$ cat config.mk
export PLATFORM = sky130hd
export DESIGN_NAME = epicycle_phasor_chain
export DESIGN_NICKNAME = d
export VERILOG_FILES = /design/src/design/epc_pkg.sv /design/src/design/epc_ctrl.sv /design/src/design/epc_datapath.sv /design/src/design/epicycle_phasor_chain.sv
export SDC_FILE = /design/constraint.sdc
export NUM_CORES = 2
export LEC_CHECK = 0
export BUFFER_PORTS_ARGS = -buffer_cell sky130_fd_sc_hd__buf_2
export CAP_MARGIN = 20
export CORE_UTILIZATION = 30
export CTS_BUF_LIST = sky130_fd_sc_hd__clkbuf_4
export DETAILED_ROUTE_END_ITERATION = 8
export PLACE_DENSITY = 0.56
export SLEW_MARGIN = 20
export SYNTH_ARGS = -nofsm -noshare
export SYNTH_HDL_FRONTEND = slang
export SYNTH_HIERARCHICAL = 1
export SYNTH_SLANG_ARGS = --single-unit
$ cat constraint.sdc
create_clock -name clk -period 13.9 [get_ports clk]
set_input_delay 1.39 -clock clk [delete_from_list [all_inputs] [get_ports clk]]
set_output_delay 1.39 -clock clk [all_outputs]
set_load 0.005 [all_outputs]
$ cat src/design/epc_pkg.sv
// shared types, constants and sine table builder for the epicycle phasor chain
package epc_pkg;

    // bank size and field widths
    localparam int unsigned MAX_CIRCLES     = 16;
    localparam int unsigned IDX_W           = $clog2(MAX_CIRCLES);
    localparam int unsigned CFG_W           = 5;
    localparam int unsigned PHASE_BITS      = 16;
    localparam int unsigned SPEED_W         = 16;
    localparam int unsigned RADIUS_W        = 24;
    localparam int unsigned TIP_W           = 29;
    localparam int unsigned FUNC_W          = 2;

    // sine table geometry
    localparam int unsigned SINE_TABLE_BITS = 10;
    localparam int unsigned ROM_K_W         = SINE_TABLE_BITS;
    localparam int unsigned ROM_J_W         = SINE_TABLE_BITS - 1;
    localparam int unsigned ROM_M_W         = SINE_TABLE_BITS - 2;
    localparam int unsigned ROM_QUARTER     = 1 << ROM_M_W;
    localparam int unsigned MAG_W           = 17;
    localparam int unsigned PROD_W          = RADIUS_W + MAG_W;
    localparam int unsigned TERM_W          = PROD_W - 16;

    // stream widths
    localparam int unsigned IN_DATA_W       = 48;
    localparam int unsigned OUT_DATA_W      = 64;

    // configuration port
    localparam int unsigned REG_IDX_W       = 1;
    localparam int unsigned PADDR_W         = REG_IDX_W + 2;
    localparam int unsigned PDATA_W         = 32;
    localparam logic [REG_IDX_W-1:0] REG_CIRCLES_IN_USE = '0;
    localparam logic [CFG_W-1:0] CFG_RESET  = CFG_W'(1);

    // phase reset value: a quarter turn
    localparam logic [PHASE_BITS-1:0] PHASE_RESET = PHASE_BITS'(1) << (PHASE_BITS - 2);

    // q30 magnitudes of the odd polynomial terms of sin(pi/2 * x)
    localparam logic [63:0] K1  = 64'd1686629713;
    localparam logic [63:0] K3  = 64'd693598668;
    localparam logic [63:0] K5  = 64'd85569306;
    localparam logic [63:0] K7  = 64'd5026995;
    localparam logic [63:0] K9  = 64'd172272;
    localparam logic [63:0] K11 = 64'd3864;

    typedef enum logic [FUNC_W-1:0] {
        FUNC_TICK  = 2'd0,
        FUNC_WRITE = 2'd1,
        FUNC_RESET = 2'd2
    } func_t;

    typedef enum logic {
        ST_IDLE,
        ST_RUN
    } ctrl_state_t;

    // control travelling with one circle through the pipeline
    typedef struct packed {
        logic             valid;
        logic [IDX_W-1:0] idx;
        logic             first;
        logic             last;
    } beat_ctl_t;

    typedef struct packed {
        logic      wr_circle;
        logic      clear_phases;
        beat_ctl_t issue;
    } dp_cmd_t;

    typedef struct packed {
        logic adv;
    } dp_stat_t;

    // quarter-wave sine in q16, evaluated at elaboration only
    function automatic logic [MAG_W-1:0] quarter_sine(input int unsigned j);
        logic [63:0] x;
        logic [63:0] x2;
        logic [63:0] t;
        logic [63:0] v;
        x  = 64'(j) << (32 - SINE_TABLE_BITS);
        x2 = (x * x) >> 30;
        t  = K9 - ((x2 * K11) >> 30);
        t  = K7 - ((x2 * t) >> 30);
        t  = K5 - ((x2 * t) >> 30);
        t  = K3 - ((x2 * t) >> 30);
        t  = K1 - ((x2 * t) >> 30);
        v  = (x * t) >> 30;
        v  = (v + 64'd8192) >> 14;
        if (v > 64'd65536)
        begin
            v = 64'd65536;
        end
        return MAG_W'(v);
    endfunction

endpackage

$ cat src/design/epc_ctrl.sv
// controller: input handshake, command decode and circle sequencing
module epc_ctrl
    import epc_pkg::*;
(
    input  logic              clk,
    input  logic              rst_n,
    input  logic              in_valid,
    input  logic [FUNC_W-1:0] in_func,
    output logic              in_ready,
    input  logic [CFG_W-1:0]  circles_cfg,
    input  dp_stat_t          stat,
    output dp_cmd_t           cmd
);

    ctrl_state_t      state_reg, state_next;
    logic [IDX_W-1:0] cnt_reg, cnt_next;
    logic [IDX_W-1:0] last_idx_reg, last_idx_next;
    logic [IDX_W-1:0] cfg_last_idx;
    logic             accept;
    logic             is_tick;

    // clamp the circle count to one..bank size, kept as last index
    always_comb
    begin
        if (circles_cfg == '0)
        begin
            cfg_last_idx = '0;
        end
        else if (circles_cfg > CFG_W'(MAX_CIRCLES))
        begin
            cfg_last_idx = IDX_W'(MAX_CIRCLES - 1);
        end
        else
        begin
            cfg_last_idx = IDX_W'(circles_cfg - CFG_W'(1));
        end
    end

    assign accept  = in_valid && (state_reg == ST_IDLE);
    assign is_tick = (in_func == FUNC_TICK);

    // next state
    always_comb
    begin
        state_next = state_reg;
        case (state_reg)
            ST_IDLE:
            begin
                if (accept && is_tick)
                begin
                    state_next = ST_RUN;
                end
            end
            ST_RUN:
            begin
                if (stat.adv && (cnt_reg == last_idx_reg))
                begin
                    state_next = ST_IDLE;
                end
            end
            default:
            begin
                state_next = ST_IDLE;
            end
        endcase
    end

    // outputs
    always_comb
    begin
        in_ready           = 1'b0;
        cmd.wr_circle      = 1'b0;
        cmd.clear_phases   = 1'b0;
        cmd.issue.valid    = 1'b0;
        cmd.issue.idx      = cnt_reg;
        cmd.issue.first    = (cnt_reg == '0);
        cmd.issue.last     = (cnt_reg == last_idx_reg);
        case (state_reg)
            ST_IDLE:
            begin
                in_ready         = 1'b1;
                cmd.wr_circle    = in_valid && (in_func == FUNC_WRITE);
                cmd.clear_phases = in_valid && (in_func == FUNC_RESET);
            end
            ST_RUN:
            begin
                cmd.issue.valid = 1'b1;
            end
            default:
            begin
                in_ready = 1'b0;
            end
        endcase
    end

    // circle counter and latched count
    always_comb
    begin
        cnt_next      = cnt_reg;
        last_idx_next = last_idx_reg;
        if (accept && is_tick)
        begin
            cnt_next      = '0;
            last_idx_next = cfg_last_idx;
        end
        else if ((state_reg == ST_RUN) && stat.adv)
        begin
            cnt_next = cnt_reg + IDX_W'(1);
        end
    end

    always_ff @(posedge clk or negedge rst_n)
    begin
        if (!rst_n)
        begin
            state_reg    <= ST_IDLE;
            cnt_reg      <= '0;
            last_idx_reg <= '0;
        end
        else
        begin
            state_reg    <= state_next;
            cnt_reg      <= cnt_next;
            last_idx_reg <= last_idx_next;
        end
    end

endmodule

$ cat src/design/epc_datapath.sv
// datapath: circle tables, phase update, sine lookup, scaling and tip accumulation
module epc_datapath
    import epc_pkg::*;
(
    input  logic                       clk,
    input  logic                       rst_n,
    input  dp_cmd_t                    cmd,
    output dp_stat_t                   stat,
    input  logic [IDX_W-1:0]           in_circle_index,
    input  logic [RADIUS_W-1:0]        in_radius,
    input  logic signed [SPEED_W-1:0]  in_speed,
    input  logic                       out_ready,
    output logic                       out_valid,
    output logic [IDX_W-1:0]           out_index,
    output logic signed [TIP_W-1:0]    out_x,
    output logic signed [TIP_W-1:0]    out_y,
    output logic                       out_last
);

    localparam logic [MAG_W-1:0] QSINE_TOP = quarter_sine(ROM_QUARTER);
    localparam logic signed [TIP_W-1:0] TIP_MAX = {1'b0, {(TIP_W-1){1'b1}}};
    localparam logic signed [TIP_W-1:0] TIP_MIN = {1'b1, {(TIP_W-1){1'b0}}};

    // circle tables
    logic [PHASE_BITS-1:0]      phase_table_reg [MAX_CIRCLES];
    logic signed [SPEED_W-1:0]  speed_table_reg [MAX_CIRCLES];
    logic [RADIUS_W-1:0]        radius_table_reg [MAX_CIRCLES];

    // pipeline stages
    beat_ctl_t                  p1_ctl_reg, p2_ctl_reg, p3_ctl_reg;
    logic [PHASE_BITS-1:0]      p1_phase_reg;
    logic [RADIUS_W-1:0]        p1_radius_reg, p2_radius_reg;
    logic [MAG_W-1:0]           p2_mag_reg [2];
    logic                       p2_neg_reg [2];
    logic [TERM_W-1:0]          p3_term_reg [2];
    logic                       p3_neg_reg [2];

    // output beat, which is also the running tip
    logic                       out_valid_reg;
    logic [IDX_W-1:0]           out_index_reg;
    logic                       out_last_reg;
    logic signed [TIP_W-1:0]    out_xy_reg [2];

    logic                       adv;
    logic [PHASE_BITS-1:0]      phase_next;
    logic [ROM_K_W-1:0]         rom_k;
    logic [MAG_W-1:0]           qrom [ROM_QUARTER];
    logic [MAG_W-1:0]           lane_mag [2];
    logic                       lane_neg [2];
    logic [TERM_W-1:0]          lane_term [2];
    logic signed [TIP_W-1:0]    lane_tip [2];

    // whole pipeline moves when the output register is free or drained
    assign adv      = !out_valid_reg || out_ready;
    assign stat.adv = adv;

    // phase advance of the circle being issued
    assign phase_next = phase_table_reg[cmd.issue.idx]
                      + PHASE_BITS'(speed_table_reg[cmd.issue.idx]);

    always_ff @(posedge clk or negedge rst_n)
    begin
        if (!rst_n)
        begin
            for (int i = 0; i < MAX_CIRCLES; i++)
            begin
                phase_table_reg[i]  <= PHASE_RESET;
                speed_table_reg[i]  <= '0;
                radius_table_reg[i] <= '0;
            end
        end
        else
        begin
            if (cmd.clear_phases)
            begin
                for (int i = 0; i < MAX_CIRCLES; i++)
                begin
                    phase_table_reg[i] <= PHASE_RESET;
                end
            end
            else if (adv && cmd.issue.valid)
            begin
                phase_table_reg[cmd.issue.idx] <= phase_next;
            end
            if (cmd.wr_circle && ({1'b0, in_circle_index} < (IDX_W+1)'(MAX_CIRCLES)))
            begin
                speed_table_reg[in_circle_index]  <= in_speed;
                radius_table_reg[in_circle_index] <= in_radius;
            end
        end
    end

    // quarter-wave sine table, built at elaboration
    for (genvar g = 0; g < ROM_QUARTER; g++)
    begin : g_qrom
        localparam logic [MAG_W-1:0] QVAL = quarter_sine(g);
        assign qrom[g] = QVAL;
    end

    assign rom_k = p1_phase_reg[PHASE_BITS-1 -: ROM_K_W];

    // lane 0 gives sine for x, lane 1 a quarter turn on for y
    for (genvar ln = 0; ln < 2; ln++)
    begin : g_lane
        localparam int unsigned OFS = ln * ROM_QUARTER;
        logic [ROM_K_W-1:0]  k;
        logic [ROM_M_W-1:0]  m;
        logic [ROM_J_W-1:0]  j;
        logic [PROD_W-1:0]   prod;
        logic [PROD_W-1:0]   prod_rnd;
        logic signed [TERM_W:0] term_s;
        logic signed [TIP_W:0]  base;
        logic signed [TIP_W:0]  sum;

        // fold the table index into the first quadrant
        assign k = rom_k + ROM_K_W'(OFS);
        assign m = k[ROM_M_W-1:0];
        assign j = k[ROM_K_W-2] ? (ROM_J_W'(ROM_QUARTER) - {1'b0, m}) : {1'b0, m};
        assign lane_mag[ln] = j[ROM_J_W-1] ? QSINE_TOP : qrom[j[ROM_M_W-1:0]];
        assign lane_neg[ln] = k[ROM_K_W-1];

        // radius times magnitude, rounded half up
        assign prod      = PROD_W'(p2_radius_reg) * PROD_W'(p2_mag_reg[ln]);
        assign prod_rnd  = prod + PROD_W'(32768);
        assign lane_term[ln] = prod_rnd[PROD_W-1:16];

        // signed add onto the previous tip, saturating
        assign term_s = p3_neg_reg[ln] ? -$signed({1'b0, p3_term_reg[ln]})
                                       : $signed({1'b0, p3_term_reg[ln]});
        assign base   = p3_ctl_reg.first ? '0 : (TIP_W+1)'(out_xy_reg[ln]);
        assign sum    = base + (TIP_W+1)'(term_s);
        assign lane_tip[ln] = (sum[TIP_W] != sum[TIP_W-1])
                            ? (sum[TIP_W] ? TIP_MIN : TIP_MAX)
                            : sum[TIP_W-1:0];
    end

    // stage control
    always_ff @(posedge clk or negedge rst_n)
    begin
        if (!rst_n)
        begin
            p1_ctl_reg    <= '0;
            p2_ctl_reg    <= '0;
            p3_ctl_reg    <= '0;
            out_valid_reg <= 1'b0;
        end
        else if (adv)
        begin
            p1_ctl_reg    <= cmd.issue;
            p2_ctl_reg    <= p1_ctl_reg;
            p3_ctl_reg    <= p2_ctl_reg;
            out_valid_reg <= p3_ctl_reg.valid;
        end
    end

    // stage payload
    always_ff @(posedge clk)
    begin
        if (adv)
        begin
            p1_phase_reg  <= phase_next;
            p1_radius_reg <= radius_table_reg[cmd.issue.idx];
            p2_radius_reg <= p1_radius_reg;
            for (int ln = 0; ln < 2; ln++)
            begin
                p2_mag_reg[ln]  <= lane_mag[ln];
                p2_neg_reg[ln]  <= lane_neg[ln];
                p3_term_reg[ln] <= lane_term[ln];
                p3_neg_reg[ln]  <= p2_neg_reg[ln];
            end
            if (p3_ctl_reg.valid)
            begin
                out_index_reg <= p3_ctl_reg.idx;
                out_last_reg  <= p3_ctl_reg.last;
                out_xy_reg[0] <= lane_tip[0];
                out_xy_reg[1] <= lane_tip[1];
            end
        end
    end

    assign out_valid = out_valid_reg;
    assign out_index = out_index_reg;
    assign out_last  = out_last_reg;
    assign out_x     = out_xy_reg[0];
    assign out_y     = out_xy_reg[1];

endmodule

$ cat src/design/epicycle_phasor_chain.sv
// top level of the epicycle phasor chain: stream ports, register port, assertions
//
// Input stream (s_axis): one beat per command; tuser carries func (tick, write
// circle, reset phases), tdata carries circle_index, radius and speed.
// Output stream (m_axis): one beat per circle in use on a tick, giving the tip
// position of that circle; tlast marks the final circle of the tick.
// Register circles_in_use (address 0) sets how many circles a tick walks;
// zero acts as one, values above the bank size act as the bank size.
// Write circle and reset phases produce no output beats.
// On a tick the sequencer issues one circle per cycle, unless the output
// stalls, into a four stage pipeline (phase update, sine table, scaling
// multiply, saturating accumulate).
// After reset every phase is a quarter turn, speeds and radii are zero and
// circles_in_use is one; no clearing pass is needed.
// When the receiver holds tready low while an output beat is pending, the
// whole pipeline and the sequencer hold, and that beat stays steady until taken.
module epicycle_phasor_chain
    import epc_pkg::*;
(
    input  logic                   clk,
    input  logic                   rst_n,
    // input stream
    input  logic                   s_axis_tvalid,
    output logic                   s_axis_tready,
    input  logic [IN_DATA_W-1:0]   s_axis_tdata,   // circle_index[3:0], radius[27:4], speed[43:28]
    input  logic [FUNC_W-1:0]      s_axis_tuser,   // func[1:0]
    // output stream
    output logic                   m_axis_tvalid,
    input  logic                   m_axis_tready,
    output logic [OUT_DATA_W-1:0]  m_axis_tdata,   // tip_index[3:0], tip_x[32:4], tip_y[61:33]
    output logic                   m_axis_tlast,   // last
    // register port
    input  logic                   psel,
    input  logic                   penable,
    input  logic                   pwrite,
    input  logic [PADDR_W-1:0]     paddr,
    input  logic [PDATA_W-1:0]     pwdata,
    output logic [PDATA_W-1:0]     prdata,
    output logic                   pready
);

    localparam int unsigned OUT_PAD = OUT_DATA_W - (IDX_W + 2 * TIP_W);

    logic [CFG_W-1:0]        circles_in_use_reg;
    logic                    cfg_write;
    dp_cmd_t                 cmd;
    dp_stat_t                stat;
    logic [IDX_W-1:0]        tip_index;
    logic signed [TIP_W-1:0] tip_x;
    logic signed [TIP_W-1:0] tip_y;

    // register port
    assign pready    = 1'b1;
    assign cfg_write = psel && penable && pwrite && pready;

    always_ff @(posedge clk or negedge rst_n)
    begin
        if (!rst_n)
        begin
            circles_in_use_reg <= CFG_RESET;
        end
        else if (cfg_write && (paddr[PADDR_W-1:2] == REG_CIRCLES_IN_USE))
        begin
            circles_in_use_reg <= pwdata[CFG_W-1:0];
        end
    end

    assign prdata = (paddr[PADDR_W-1:2] == REG_CIRCLES_IN_USE)
                  ? PDATA_W'(circles_in_use_reg) : '0;

    epc_ctrl u_ctrl (
        .clk         (clk),
        .rst_n       (rst_n),
        .in_valid    (s_axis_tvalid),
        .in_func     (s_axis_tuser),
        .in_ready    (s_axis_tready),
        .circles_cfg (circles_in_use_reg),
        .stat        (stat),
        .cmd         (cmd)
    );

    epc_datapath u_datapath (
        .clk             (clk),
        .rst_n           (rst_n),
        .cmd             (cmd),
        .stat            (stat),
        .in_circle_index (s_axis_tdata[IDX_W-1:0]),
        .in_radius       (s_axis_tdata[IDX_W +: RADIUS_W]),
        .in_speed        (s_axis_tdata[IDX_W + RADIUS_W +: SPEED_W]),
        .out_ready       (m_axis_tready),
        .out_valid       (m_axis_tvalid),
        .out_index       (tip_index),
        .out_x           (tip_x),
        .out_y           (tip_y),
        .out_last        (m_axis_tlast)
    );

    // output beat packing
    assign m_axis_tdata = {{OUT_PAD{1'b0}}, tip_y, tip_x, tip_index};

    // no new command is taken while circles are being issued
    a_busy_not_ready: assert property (@(posedge clk) disable iff (!rst_n)
        cmd.issue.valid |-> !s_axis_tready)
        else $error("input taken while a tick is being issued");

    // table commands only come from an accepted beat
    a_cmd_on_accept: assert property (@(posedge clk) disable iff (!rst_n)
        (cmd.wr_circle || cmd.clear_phases) |-> (s_axis_tvalid && s_axis_tready))
        else $error("table command without an accepted beat");

    // the sequencer frees the input right after the last circle goes out
    a_ready_after_last: assert property (@(posedge clk) disable iff (!rst_n)
        (cmd.issue.valid && cmd.issue.last && stat.adv) |=> s_axis_tready)
        else $error("input not freed after final circle issued");

    // a tick always starts at circle zero
    a_first_is_zero: assert property (@(posedge clk) disable iff (!rst_n)
        (cmd.issue.valid && cmd.issue.first) |-> (cmd.issue.idx == '0))
        else $error("tick started at a circle other than zero");

endmodule
== After elaboration in Yosys (flattened, before gate mapping) ==
Memory sizes are Yosys's and may differ from the RTL's.
Index checks and enable logic that the tools add are counted.
Storage, ports and cells
  flip-flop bits (word level): 1001
  RAM bits: 146
  memory bits (read-only): 8704
  input port bits: 92
  output and inout port bits: 100
  logic and storage cells: 181
  memories kept: 7
Memories
  (name not given): depth 256, bits a word 17, rd ports 1, clocked after Yosys merged registers in 0, write ports 0, RTL line epc_datapath.sv:119  | assign lane_mag[ln] = j[ROM_J_W-1] ? QSINE_TOP : qrom[j[ROM_M_W-1:0]];
  (name not given): depth 256, bits a word 17, rd ports 1, clocked after Yosys merged registers in 0, write ports 0, RTL line epc_datapath.sv:119
  u_datapath.out_xy_reg: depth 2, bits a word 29, rd ports 2, clocked after Yosys merged registers in 0, write ports 2, RTL line epc_datapath.sv:42  | logic signed [TIP_W-1:0] out_xy_reg [2];
  u_datapath.p3_term_reg: depth 2, bits a word 25, rd ports 2, clocked after Yosys merged registers in 0, write ports 2, RTL line epc_datapath.sv:35  | logic [TERM_W-1:0] p3_term_reg [2];
  u_datapath.p2_mag_reg: depth 2, bits a word 17, rd ports 2, clocked after Yosys merged registers in 0, write ports 2, RTL line epc_datapath.sv:33  | logic [MAG_W-1:0] p2_mag_reg [2];
  u_datapath.p2_neg_reg: depth 2, bits a word 1, rd ports 2, clocked after Yosys merged registers in 0, write ports 2, RTL line epc_datapath.sv:34  | logic p2_neg_reg [2];
  1 more memories
Cells by class
  $add $sub $neg: 12
  $mul: 2
  $lt $le $gt $ge: 7
  equal/unequal tests: 5
  multiplexer cells: 52
  bitwise operators: 6
  reductions and logical operators: 20
Operator list (count)
  256-bit bitwise mux: 2
  256-bit two-way mux: 2
  384-bit bitwise mux: 1
  16-bit binary-select mux with 4-bit select: 2
  16-bit demux with 4-bit select: 2
  29-bit two-way mux: 4
  17-bit two-way mux: 6
  24-bit binary-select mux with 4-bit select: 1
  24-bit demux with 4-bit select: 1
  16-bit two-way mux: 6
  41-bit by 16-bit adder with 41-bit output, second input constant: 2
  24-bit by 17-bit multiplier with 41-bit output: 2
  24-bit two-way mux: 3
  30-bit by 26-bit adder with 30-bit output: 2
  30-bit two-way mux: 2
  26-bit two-way mux: 2
  25-bit negation with 26-bit output: 2
  9-bit greater-or-equal comparator, second input constant: 2
  9-bit two-way mux: 2
  8-bit NOT with 9-bit output: 2
  9-bit by 8-bit subtractor with 9-bit output, first input constant: 2
  16-bit adder: 1
  4-bit two-way mux: 4
  1-bit logical AND: 12
  other kinds (23): 37

== Longest topological paths before layout ==
  depth after elaboration: 8
  depth in mapped cells: 24
  gate-level depth less buffers: 23

== Cells and area by module ==
The synthesis kept the hierarchy.
Modules (own cells, without submodules)
  epc_datapath: instances 1, cells each 8341, area each 87016.0 um^2, seq. area each 29268.1 um^2
  epc_ctrl: instances 1, cells each 65, area each 615.6 um^2, seq. area each 225.2 um^2
  epicycle_phasor_chain: instances 1, cells each 48, area each 483.0 um^2, seq. area each 126.4 um^2

== Worst setup path before layout ==
No wires, ideal clock.
  path kind: input port to flip-flop
  from: input m_axis_tready
  to: register u_ctrl.cnt_reg[3]
  library setup time: 0.077 ns
  arrival: 7.085 ns
  data required time: 13.823 ns
  setup slack: 6.738 ns
  cell stages on the path: 6
  path buffers: 1
  cells stage by stage: nor2b_1 > clkinv_1 > clkbuf_1 > nand2_1 > or3_1 > a21oi_1
On the way
  cells in the longest elaborated chain, start to end: 3
Ends and longest elaborated chain
  from (decl): RTL line epicycle_phasor_chain.sv:29  | input logic m_axis_tready,
  1-bit logical OR: RTL line epc_datapath.sv:54  | assign adv = !out_valid_reg || out_ready;
  via stat: RTL line epicycle_phasor_chain.sv:47  | dp_stat_t stat;
  1-bit logical AND: RTL line epc_ctrl.sv:106  | else if ((state_reg == ST_RUN) && stat.adv)
  2-bit nonzero test (no source line)
  to (signal assigned): RTL line epc_ctrl.sv:123  | cnt_reg <= cnt_next;
  to (decl): RTL line epc_ctrl.sv:16  | logic [IDX_W-1:0] cnt_reg, cnt_next;
The timed path passes the listed nets, and every way through them passes these cells.
A chain may end at the register's enable or synchronous reset.

==> out/results.ini <==
[timing]
finalSetupTns_ns = 0
finalClockSkew_ns = 0.134
final.period_utilization = 0.529
rsz0062_at_grt = false
finalCriticalPeriod_ns = 7.35
max_slew_margin = 0.184
hold_viol_final = 0
slew_viol_final = 0
setup_viol = 0
worst_slew_pin_slew_ns = 1.22
fmax_ghz = 0.136

[critical_path]
cp.arrival_ns = 8.31
crit_type = flop to flop
crit_required_ns = 14.86
start_kind = flop
critPathSlowestCell = edfxtp_1
timing.rr.start = u_datapath/p2_mag_reg[0][19]
slowest_delay_ns = 1.08
crit_chain = nand2_1 > fa_1 > inv_1 > fa_1 > inv_1 > fa_1 > inv_1 > fa_1 > fa_1 > inv_1 > fa_1 > inv_1 > ha_1 > a21oi_1 > o21ai_0 > a2111oi_0 > o211ai_1 > and3_1 > nor2_1 > o21ai_1 > a221oi_1 > xnor2_1
crit_path_max_fanout = 24
r2r_setup_slack_ns = 6.55
cp_common_cell = fa_1
critPathCaptureType = flop
startpoint = u_datapath/p2_mag_reg[0][19]

[synth]
synth_seq_area_share = 0.336
synth_area_per_cell_um2 = 10.4
synth_ff_type = dfrtp_1
async_flop_share = 0.817
synth_cell_types = 93
ys_ff_latch = 1141
syn_inst = 8454
syn_area_um2 = 88100
yosysWarnings = 6
synth-edff-count = 209

[drt]
detail_route.wirelength_mm = 267
drt-pass1-iter-count = 7
vias_per_cell = 5.22
ant_nets = 0
drt_iter0_markers = 5674
avgRoutedWirePerCell_um = 21.2
drc = 0
vias = 65800

[final_layout]
finalNetCount = 9586
area_growth_pct = 10.1
fillCellCount = 29500
largest_reg_flops = 384
multiInputGateArea_um2 = 53100
seq_area_um2 = 29600
drive_above_1_share = 0.214

[clocking]
post-cts-setup-buffers = 0
cts.path.max_buffers = 4
path_clk_slew_ns = 0.07
cts_resized = 0
cts-root-buf = clkbuf_4
clk_latency_ns = 1.31
cts-buffers-inserted = 324
ctsHoldBuffers = 0
cts_tree = built
htree_levels = 5
clkSinkCount = 1141

[outcome]
status = finished clean

[run]
drv_cap = 0

[grt]
grt_pass1_wl_mm = 414
grt_max_degree = 190
grt_pass1_vias = 69200
globalRouteOverflowTotal = 0
antenna_found_initial = 30
grt_util_all_layers = 0.179

[die]
die_width_um = 544
die_area_um2 = 296000
start_util = 0.302
core_area_um2 = 292000
rows = 198
die_h_um = 544
io_pins = 192

[min_path]
hp-class = input pin to async pin

[placed_design]
hpwlAfterDp_mm = 173
gp_congestion = 0.979
io_buffer_count = 128

-- cell usage after synthesis, types with 46 or more instances --
library cell  instances  area (µm²)
a21o_1               62         465
fa_1                661       13200
clkbuf_1            479        1800
buf_1                93         349
a211oi_1             83         623
and2_1              413        2580
dfrtp_1             915       22900
edfxtp_1            209        6280
nor2b_1              80         500
ha_1                377        4720
mux4_2              284        6400
nand3_1              90         450
mux2_2              646        7270
buf_2                46         230
o211ai_1             50         375
xor2_1               58         508
nand2_1             962        3610
nor2_1              466        1750
o21ai_0             233        1170
nor3_1              104         521
xnor2_1             124        1090
inv_1               827        3100
a21oi_1             493        2470
-- cell families after synthesis --
group	Yosys count	share of synthesized area
buffers and inverters	1488	0.0657
adders and majority gates	1049	0.205
muxes	938	0.156
and+or+nand+nor	2278	0.120
xor gates and xnor gates	182	0.0181
AOI/OAI and AO/OA	1376	0.0992
other	2	0.0000852
DFF	1141	0.336
-- routing by layer --
| layer | vias to the layer above | global-route usage | share of wire |
|---|---|---|---|
| li1 | 29000 | - | - |
| met1 | 33700 | 0.234 | 0.42 |
| met2 | 2427 | 0.294 | 0.47 |
| met3 | 572 | 0.0356 | 0.071 |
| met4 | 26 | 0.0632 | 0.031 |
| met5 | - | 0 | 0.00062 |
-- through the flow --
stage | instance area, µm² | hold WS, ns | std cells | setup WS (ns) | util
final | 97000 | 0.184 | 12600 | 6.55 | 0.333
after floorplan | 88200 | 0.400 | 8482 | 6.74 | -
after global routing | 97000 | 0.226 | 12600 | 6.10 | 0.333
after global placement | 92700 | 0.404 | 12000 | 6.61 | 0.318
after detailed placement | 92700 | 0.406 | 12000 | 6.61 | 0.318
after CTS | 96900 | 0.110 | 12600 | 6.52 | 0.332
-- worst max-delay path, delay by kind of cell, from the launching register on --
kind            cells  cell delay [ns]
fa+ha+maj           7             3.39
compound gates      6             1.48
flops               1             1.08
simple gates        3             0.70
buf+inv             5             0.25
xor+xnor            1             0.15
-- path summary, 6_finish.rpt --
check	to	cells after the start
min	u_datapath/phase_table_reg[244]	1
min reg2reg	u_datapath/p3_neg_reg[0][0]	0
max	u_datapath/p3_term_reg[0][43]	22
max in group asynchronous	u_datapath/radius_table_reg[226]	5
min in group clk	circles_in_use_reg[3]	2
max reg2reg	u_datapath/p3_term_reg[0][43]	22
-- cell usage in the layout, fill, tap and decap left out, types with 34 or more instances in the layout --
| cell | instances |
|---|---|
| xnor2_1 | 119 |
| edfxtp_1 | 209 |
| nand3_1 | 90 |
| buf_4 | 162 |
| buf_2 | 128 |
| nand2_1 | 958 |
| dfrtp_1 | 910 |
| inv_1 | 826 |
| a311oi_1 | 45 |
| nor2_1 | 451 |
| fa_1 | 661 |
| o21ai_1 | 34 |
| xor2_1 | 50 |
| mux4_2 | 284 |
| mux2_2 | 646 |
| nor3_1 | 104 |
| clkinv_1 | 45 |
| a21o_1 | 62 |
| o21ai_0 | 233 |
| nor2b_1 | 78 |
| and2_1 | 411 |
| a21oi_1 | 493 |
| a31oi_1 | 45 |
| o211ai_1 | 50 |
| clkbuf_4 | 477 |
| a211oi_1 | 83 |
| ha_1 | 377 |
-- cell type report --
type                       count  share of cell area
multi-input combinational   5853               0.548
inverter                     834              0.0324
antenna                        6            0.000155
sequential                  1141               0.306
tap                         3900              0.0503
timing repair buffer         302              0.0211
clock buffer                 477              0.0369
clock inverter                81             0.00600
Power is left out: the tool's default activity adds up to more than one toggle a clock period on the data nets, which glitch-free logic cannot reach.
